[config.mk]
export PLATFORM = sky130hd
export DESIGN_NAME = splitmix32_xor_byte_cipher
export DESIGN_NICKNAME = d
export VERILOG_FILES = /design/src/rtl/smxc_pkg.sv /design/src/rtl/smxc_ctrl.sv /design/src/rtl/smxc_dp.sv /design/src/rtl/splitmix32_xor_byte_cipher.sv
export SDC_FILE = /design/constraint.sdc
export NUM_CORES = 2
export LEC_CHECK = 0
export BUFFER_PORTS_ARGS = -buffer_cell sky130_fd_sc_hd__buf_2
export CORE_MARGIN = 10
export CORE_UTILIZATION = 45
export CTS_BUF_LIST = sky130_fd_sc_hd__clkbuf_4
export DETAILED_ROUTE_END_ITERATION = 8
export GPL_ROUTABILITY_DRIVEN = 0
export PLACE_DENSITY = 0.62
export SLEW_MARGIN = 20
export SYNTH_ARGS = -nofsm -noshare
export SYNTH_HDL_FRONTEND = slang
export SYNTH_SLANG_ARGS = --single-unit
[constraint.sdc]
create_clock -name i_clk -period 20.2 [get_ports i_clk]
set_clock_uncertainty 0.2 [all_clocks]
set_input_delay 1.01 -clock i_clk [delete_from_list [all_inputs] [get_ports i_clk]]
set_output_delay 1.01 -clock i_clk [all_outputs]
set_load 0.1 [all_outputs]
[src/rtl/smxc_pkg.sv]
`timescale 1ns / 1ps
// ----------------------------------------------------------------------------
// smxc_pkg
// Shared types and constants for the SplitMix32 keystream XOR byte cipher.
// ----------------------------------------------------------------------------
package smxc_pkg;

    localparam int unsigned BYTE_W    = 8;
    localparam int unsigned WORD_W    = 32;
    localparam int unsigned STR_IDX_W = 16;
    localparam int unsigned LANE_W    = 2;

    localparam logic [WORD_W-1:0] GOLDEN_STEP = 32'h9E37_79B9;
    localparam logic [WORD_W-1:0] MIX_MUL_A   = 32'h85EB_CA6B;
    localparam logic [WORD_W-1:0] MIX_MUL_B   = 32'hC2B2_AE35;

    typedef enum logic [1:0] {
        ST_IDLE,
        ST_MUL_A,
        ST_MUL_B,
        ST_FINISH
    } t_state;

    // controller -> datapath
    typedef struct packed {
        logic accept;   // input transfer this cycle
        logic mul_a;    // first mixing multiply
        logic mul_b;    // second mixing multiply
        logic finish;   // final xorshift, load key word and output
    } t_dp_cmd;

    // datapath -> controller
    typedef struct packed {
        logic need_mix; // offered byte starts a new key word
        logic out_free; // output register can take a result this cycle
    } t_dp_sts;

endpackage

[src/rtl/smxc_ctrl.sv]
`timescale 1ns / 1ps
// ----------------------------------------------------------------------------
// smxc_ctrl
// Sequencer: accepts bytes and steps the key word mix through two multiplies.
// ----------------------------------------------------------------------------
module smxc_ctrl (
    input  logic              i_clk,
    input  logic              i_rst_n,
    input  logic              i_in_valid,
    input  smxc_pkg::t_dp_sts i_sts,
    output logic              o_in_stall,
    output smxc_pkg::t_dp_cmd o_cmd
);

    smxc_pkg::t_state r_state;
    smxc_pkg::t_state n_state;
    logic             w_ready;

    always_ff @(posedge i_clk) begin
        if (!i_rst_n) begin
            r_state <= smxc_pkg::ST_IDLE;
        end else begin
            r_state <= n_state;
        end
    end

    // a byte on an existing key word goes straight to the output register
    assign w_ready = (r_state == smxc_pkg::ST_IDLE) && (i_sts.need_mix || i_sts.out_free);

    always_comb begin
        n_state = r_state;
        case (r_state)
            smxc_pkg::ST_IDLE: begin
                if (i_in_valid && w_ready && i_sts.need_mix) begin
                    n_state = smxc_pkg::ST_MUL_A;
                end
            end
            smxc_pkg::ST_MUL_A: begin
                n_state = smxc_pkg::ST_MUL_B;
            end
            smxc_pkg::ST_MUL_B: begin
                n_state = smxc_pkg::ST_FINISH;
            end
            smxc_pkg::ST_FINISH: begin
                if (i_sts.out_free) begin
                    n_state = smxc_pkg::ST_IDLE;
                end
            end
            default: begin
                n_state = smxc_pkg::ST_IDLE;
            end
        endcase
    end

    always_comb begin
        o_cmd      = '0;
        o_in_stall = 1'b1;
        case (r_state)
            smxc_pkg::ST_IDLE: begin
                o_in_stall   = !w_ready;
                o_cmd.accept = i_in_valid && w_ready;
            end
            smxc_pkg::ST_MUL_A: begin
                o_cmd.mul_a = 1'b1;
            end
            smxc_pkg::ST_MUL_B: begin
                o_cmd.mul_b = 1'b1;
            end
            smxc_pkg::ST_FINISH: begin
                o_cmd.finish = i_sts.out_free;
            end
            default: begin
                o_in_stall = 1'b1;
            end
        endcase
    end

endmodule

[src/rtl/smxc_dp.sv]
`timescale 1ns / 1ps
// ----------------------------------------------------------------------------
// smxc_dp
// Generator state, key word mixer, lane select and output register.
// ----------------------------------------------------------------------------
module smxc_dp #(
    parameter int INDEX_BITS = 16
) (
    input  logic                             i_clk,
    input  logic                             i_rst_n,
    input  logic                             i_cfg_we,
    input  logic [smxc_pkg::WORD_W-1:0]      i_cfg_wdata,
    input  logic [smxc_pkg::BYTE_W-1:0]      i_data_byte,
    input  logic                             i_first_byte,
    input  logic [smxc_pkg::STR_IDX_W-1:0]   i_string_index,
    input  logic                             i_out_stall,
    input  smxc_pkg::t_dp_cmd                i_cmd,
    output smxc_pkg::t_dp_sts                o_sts,
    output logic                             o_out_valid,
    output logic [smxc_pkg::BYTE_W-1:0]      o_result_byte
);

    localparam int KEEP_BITS = (INDEX_BITS < smxc_pkg::STR_IDX_W) ?
                               INDEX_BITS : smxc_pkg::STR_IDX_W;

    logic [smxc_pkg::WORD_W-1:0] r_seed;
    logic [smxc_pkg::WORD_W-1:0] r_gen;
    logic [smxc_pkg::WORD_W-1:0] r_key;
    logic [smxc_pkg::LANE_W-1:0] r_lane;
    logic [smxc_pkg::WORD_W-1:0] r_z;
    logic [smxc_pkg::BYTE_W-1:0] r_data;
    logic [smxc_pkg::BYTE_W-1:0] r_out;
    logic                        r_out_valid;

    logic [smxc_pkg::WORD_W-1:0] w_idx;
    logic [smxc_pkg::WORD_W-1:0] w_base;
    logic [smxc_pkg::WORD_W-1:0] n_gen;
    logic [smxc_pkg::WORD_W-1:0] w_z_b;
    logic [smxc_pkg::WORD_W-1:0] w_key;
    logic                        w_load_out;

    assign w_idx  = smxc_pkg::WORD_W'(i_string_index[KEEP_BITS-1:0]);
    assign w_base = i_first_byte ? (r_seed ^ w_idx) : r_gen;
    assign n_gen  = w_base + smxc_pkg::GOLDEN_STEP;
    assign w_z_b  = r_z ^ (r_z >> 13);
    assign w_key  = r_z ^ (r_z >> 16);

    assign o_sts.need_mix = i_first_byte || (r_lane == '0);
    assign o_sts.out_free = !r_out_valid || !i_out_stall;

    assign w_load_out = (i_cmd.accept && !o_sts.need_mix) || i_cmd.finish;

    always_ff @(posedge i_clk) begin
        if (!i_rst_n) begin
            r_seed      <= '0;
            r_gen       <= '0;
            r_key       <= '0;
            r_lane      <= '0;
            r_out_valid <= 1'b0;
        end else begin
            if (i_cfg_we) begin
                r_seed <= i_cfg_wdata;
            end
            if (i_cmd.accept) begin
                if (o_sts.need_mix) begin
                    r_gen  <= n_gen;
                    r_lane <= '0;
                end else begin
                    r_lane <= r_lane + 1'b1;
                end
            end
            if (i_cmd.finish) begin
                r_key  <= w_key;
                r_lane <= smxc_pkg::LANE_W'(1);
            end
            if (w_load_out) begin
                r_out_valid <= 1'b1;
            end else if (!i_out_stall) begin
                r_out_valid <= 1'b0;
            end
        end
    end

    // mixer pipeline, one multiply per step
    always_ff @(posedge i_clk) begin
        if (i_cmd.accept) begin
            r_data <= i_data_byte;
            r_z    <= n_gen ^ (n_gen >> 16);
        end else if (i_cmd.mul_a) begin
            r_z <= r_z * smxc_pkg::MIX_MUL_A;
        end else if (i_cmd.mul_b) begin
            r_z <= w_z_b * smxc_pkg::MIX_MUL_B;
        end
        if (i_cmd.finish) begin
            r_out <= r_data ^ w_key[smxc_pkg::BYTE_W-1:0];
        end else if (i_cmd.accept && !o_sts.need_mix) begin
            r_out <= i_data_byte ^ r_key[r_lane*smxc_pkg::BYTE_W +: smxc_pkg::BYTE_W];
        end
    end

    assign o_out_valid   = r_out_valid;
    assign o_result_byte = r_out;

endmodule

[src/rtl/splitmix32_xor_byte_cipher.sv]
`timescale 1ns / 1ps
// ----------------------------------------------------------------------------
// splitmix32_xor_byte_cipher
// Byte stream XOR cipher keyed by a SplitMix32-style generator.
// ----------------------------------------------------------------------------
// Usage:
//   Input channel (i_in_valid / o_in_stall) carries one byte with its
//   first-of-string flag and string index; output channel (o_out_valid /
//   i_out_stall) returns one transformed byte per input, in order.
//   Write the master seed through i_cfg_we / i_cfg_wdata while idle; it is
//   read when a string starts.
//   Bytes on lanes one to three of a key word go straight to the output
//   register and appear in the cycle after transfer. A byte that opens a
//   key word (first of a string, or every fourth byte) runs the
//   two-multiply mixer: multiply-A, then multiply-B, then a finish step
//   that loads the key word and the result; the input stalls meanwhile.
//   Reset clears the seed, generator state, key word and lane to zero and
//   empties the output register.
//   While the receiver stalls, the result holds in the output register;
//   one more key-word-opening byte may still be taken and mixed, then waits.
// ----------------------------------------------------------------------------
module splitmix32_xor_byte_cipher #(
    parameter int INDEX_BITS = 16
) (
    input  logic                             i_clk,
    input  logic                             i_rst_n,
    input  logic                             i_cfg_we,
    input  logic [smxc_pkg::WORD_W-1:0]      i_cfg_wdata,
    input  logic                             i_in_valid,
    output logic                             o_in_stall,
    input  logic [smxc_pkg::BYTE_W-1:0]      i_data_byte,
    input  logic                             i_first_byte,
    input  logic [smxc_pkg::STR_IDX_W-1:0]   i_string_index,
    output logic                             o_out_valid,
    input  logic                             i_out_stall,
    output logic [smxc_pkg::BYTE_W-1:0]      o_result_byte
);

    smxc_pkg::t_dp_cmd w_cmd;
    smxc_pkg::t_dp_sts w_sts;

    smxc_ctrl u_ctrl (
        .i_clk      (i_clk),
        .i_rst_n    (i_rst_n),
        .i_in_valid (i_in_valid),
        .i_sts      (w_sts),
        .o_in_stall (o_in_stall),
        .o_cmd      (w_cmd)
    );

    smxc_dp #(
        .INDEX_BITS (INDEX_BITS)
    ) u_dp (
        .i_clk          (i_clk),
        .i_rst_n        (i_rst_n),
        .i_cfg_we       (i_cfg_we),
        .i_cfg_wdata    (i_cfg_wdata),
        .i_data_byte    (i_data_byte),
        .i_first_byte   (i_first_byte),
        .i_string_index (i_string_index),
        .i_out_stall    (i_out_stall),
        .i_cmd          (w_cmd),
        .o_sts          (w_sts),
        .o_out_valid    (o_out_valid),
        .o_result_byte  (o_result_byte)
    );

    a_cmd_onehot: assert property (@(posedge i_clk) disable iff (!i_rst_n)
        $onehot0({w_cmd.accept, w_cmd.mul_a, w_cmd.mul_b, w_cmd.finish}))
        else $error("more than one datapath command active");

    a_direct_out: assert property (@(posedge i_clk) disable iff (!i_rst_n)
        (w_cmd.accept && !w_sts.need_mix) |=> o_out_valid)
        else $error("lane byte transfer did not produce a result");

    a_finish_out: assert property (@(posedge i_clk) disable iff (!i_rst_n)
        w_cmd.finish |=> o_out_valid)
        else $error("key word finish did not produce a result");

    a_mix_seq: assert property (@(posedge i_clk) disable iff (!i_rst_n)
        w_cmd.mul_a |=> w_cmd.mul_b)
        else $error("mixer multiply steps out of order");

endmodule
==> impl_metrics.yaml <==
route:
  drt_iter0_drc: 1438
  num_vias: 17750
  vias_per_cell: 5.324
  drcViolationCount: 0
  wire_per_inst_um: 21.18
  wl_um: 70600
  drtAntennaViolNets: 0
  first_pass_iters: 5
timing:
  slew_viol_final: 0
  max_freq_mhz: 117.4
  setup_viol: 0
  period_share_pct: 42.15
  tns_ns: 0
  rsz0062_at_grt: "no"
  worstMarginPinSlew_ns: 1.110
  hold_violations: 0
  slew_headroom_pct: 25.98
  period_needed_ns: 8.515
synth:
  synth_area_um2: 24860
  synth_edf_count: 48
  async_reset_ff_share_pct: 0
  yosysSeqAreaShare_pct: 13.93
  synth_cell_types: 72
  synth_top_area_share_pct: 31.49
  synth_cells: 2571
  yosys_register_bits: 149
  synthTopCellsByArea: "fa_1 31%, ha_1 18%, inv_1 9.8%"
  syn_avg_cell_area_um2: 9.669
  synth_nets: 3383
  yosysTopAreaCell: "fa_1"
  synth-main-ff-cell: "dfxtp_1"
  yosys_warnings: 0
global_routing:
  grt_pass1_vias: 18840
  grt_max_degree: 102
  use_met3_pct: 3.127
  busiest_layer: "met2"
  antenna_found_initial: 0
  grt_pass1_wl_um: 110000
  grtUsageMet1_pct: 30.32
  grt_overflow_total: 0
  met2_usage_pct: 36.82
  grtUsageTotal_pct: 22.24
floorplanning:
  start_util_pct: 45.30
  dieArea_um2: 65050
  rows: 86
  coreArea_um2: 54880
  die_w_um: 255.0
  die-height_um: 255.0
  ioPinCount: 72
placement:
  post-dp-hpwl_um: 61290
  port-buffer-count: 71
critical_path:
  critPathMaxStageDelay_ns: 0.70
  worstSetupPathType: "flop to flop"
  endpoint_kind: "flop"
  start_kind: "flop"
  critPathSlowestCell: "xnor2_1"
  cp.required_ns: 20.34
  crit_arrival_ns: 8.65
  critPathMaxFanout: 11
finish:
  multiInputGateArea_um2: 18700
  nFillCells: 5182
  layout_commonest_cell: "inv_1"
  layout.nets: 3427
  drive_above_1_share_pct: 5.784
  layout_common_cells: "648 x inv_1, 391 x fa_1, 358 x ha_1"
  register_area_um2: 3463
  area_growth_pct: 5.647
clock_network:
  cts_root_buf: "clkbuf_4"
  post_cts_resized: 0
  cts-buffers-inserted: 17
  max-clock-path-buffers: 2
  cts_tree: "done"
  clk_latency_ns: 0.59
  ctsHoldBuffers: 0
  cts_setup_buffers: 0
  clock_sinks: 149
  cts-htree-levels: 4
  clk_pin_slew_worst_paths_ns: 0.17
hold_path:
  hp-class: "flop to flop"
run:
  maxCapViolCount: 0
outcome:
  status: "finished, final reports clean"
final timing paths:
| path | start | to | slack [ns] | cells after the start |
|---|---|---|---|---|
| max | u_dp.r_z[19] | u_dp.r_z[29] | 11.69 | 27 |
| min | u_dp.r_key[31] | u_dp.r_key[31] | 0.26 | 2 |
| max reg2reg | u_dp.r_z[19] | u_dp.r_z[29] | 11.69 | 27 |
| min reg2reg | u_dp.r_key[31] | u_dp.r_key[31] | 0.26 | 2 |
per-stage QoR:
stage	util, %	instances	cell area (um^2)	hold WS [ns]	setup slack (ns)
finish	47.86	3333	26260	0.2650	11.69
global route	47.85	3332	26260	0.2834	11.27
CTS	47.85	3332	26260	0.2656	11.73
detailed placement	47.24	3300	25930	0.2450	11.79
global placement	47.24	3300	25930	0.2421	11.93
floorplan	-	2571	24860	0.2331	12.66
worst max-delay path: cells and delay by family, from the launching register on:
kind                       cells  cell delay, ns
xor gates and xnor gates       2            0.85
DFF                            1            0.69
adders and majority gates      9            4.17
AOI/OAI and AO/OA              7            1.42
buffers and inverters          7            0.60
and+or+nand+nor                2            0.36
synth_stat cells (3+ instances only):
library cell	number
mux4_2	8
fa_1	391
o21bai_1	8
edfxtp_1	48
a211oi_1	37
inv_1	649
ha_1	359
o22ai_1	4
a21o_1	29
nor2_1	157
mux2i_1	52
o21a_1	6
xor2_1	86
nand3_1	17
nand4_1	3
buf_2	5
mux2i_2	4
clkbuf_1	40
o211ai_1	9
o21ai_0	33
a21oi_1	119
dfxtp_1	101
buf_1	8
o31ai_1	4
a211o_1	3
and2_1	10
nor3_1	24
and3_1	3
nor2b_1	9
nand2b_1	10
nand2_1	106
a21boi_0	3
or2_2	3
a31oi_1	11
o21ai_1	11
or3_1	6
xnor2_1	151
per-layer routing:
layer / up-vias / wire length (um)
met1: 8912 / 30700
met4: 0 / 1786
met5: - / 0
li1: 8133 / -
met2: 589 / 33500
met3: 111 / 4612
logic make-up after synthesis:
family,synth area share (%)
AO/OA/AOI/OAI,7.746
XOR/XNOR,8.415
adder cells (fa/ha/maj),49.55
buffers and inverters,10.88
flip-flops,13.93
multiplexers,3.221
AND/OR/NAND/NOR,6.256
cell type report:
type	instances	area share (%)
well taps	704	3.354
inverters	650	9.294
clock buffers	17	0.4859
multi-input cells	1715	71.21
flip-flops and latches	149	13.19
repair buffers	82	1.667
diodes	1	0.009528
clock inverters	15	0.7908
state kept, by name (all words and copies together) (netlist names):
name / count
u_dp.r_gen: 32
u_dp.r_key: 32
u_dp.r_seed: 32
u_dp.r_z: 32
u_dp.o_result_byte: 8
u_dp.r_data: 8
u_ctrl.r_state: 2
u_dp.r_lane: 2
u_dp.o_out_valid: 1
Power is left out: the tool's default activity adds up to more than one toggle a clock period on the data nets, which glitch-free logic cannot reach.
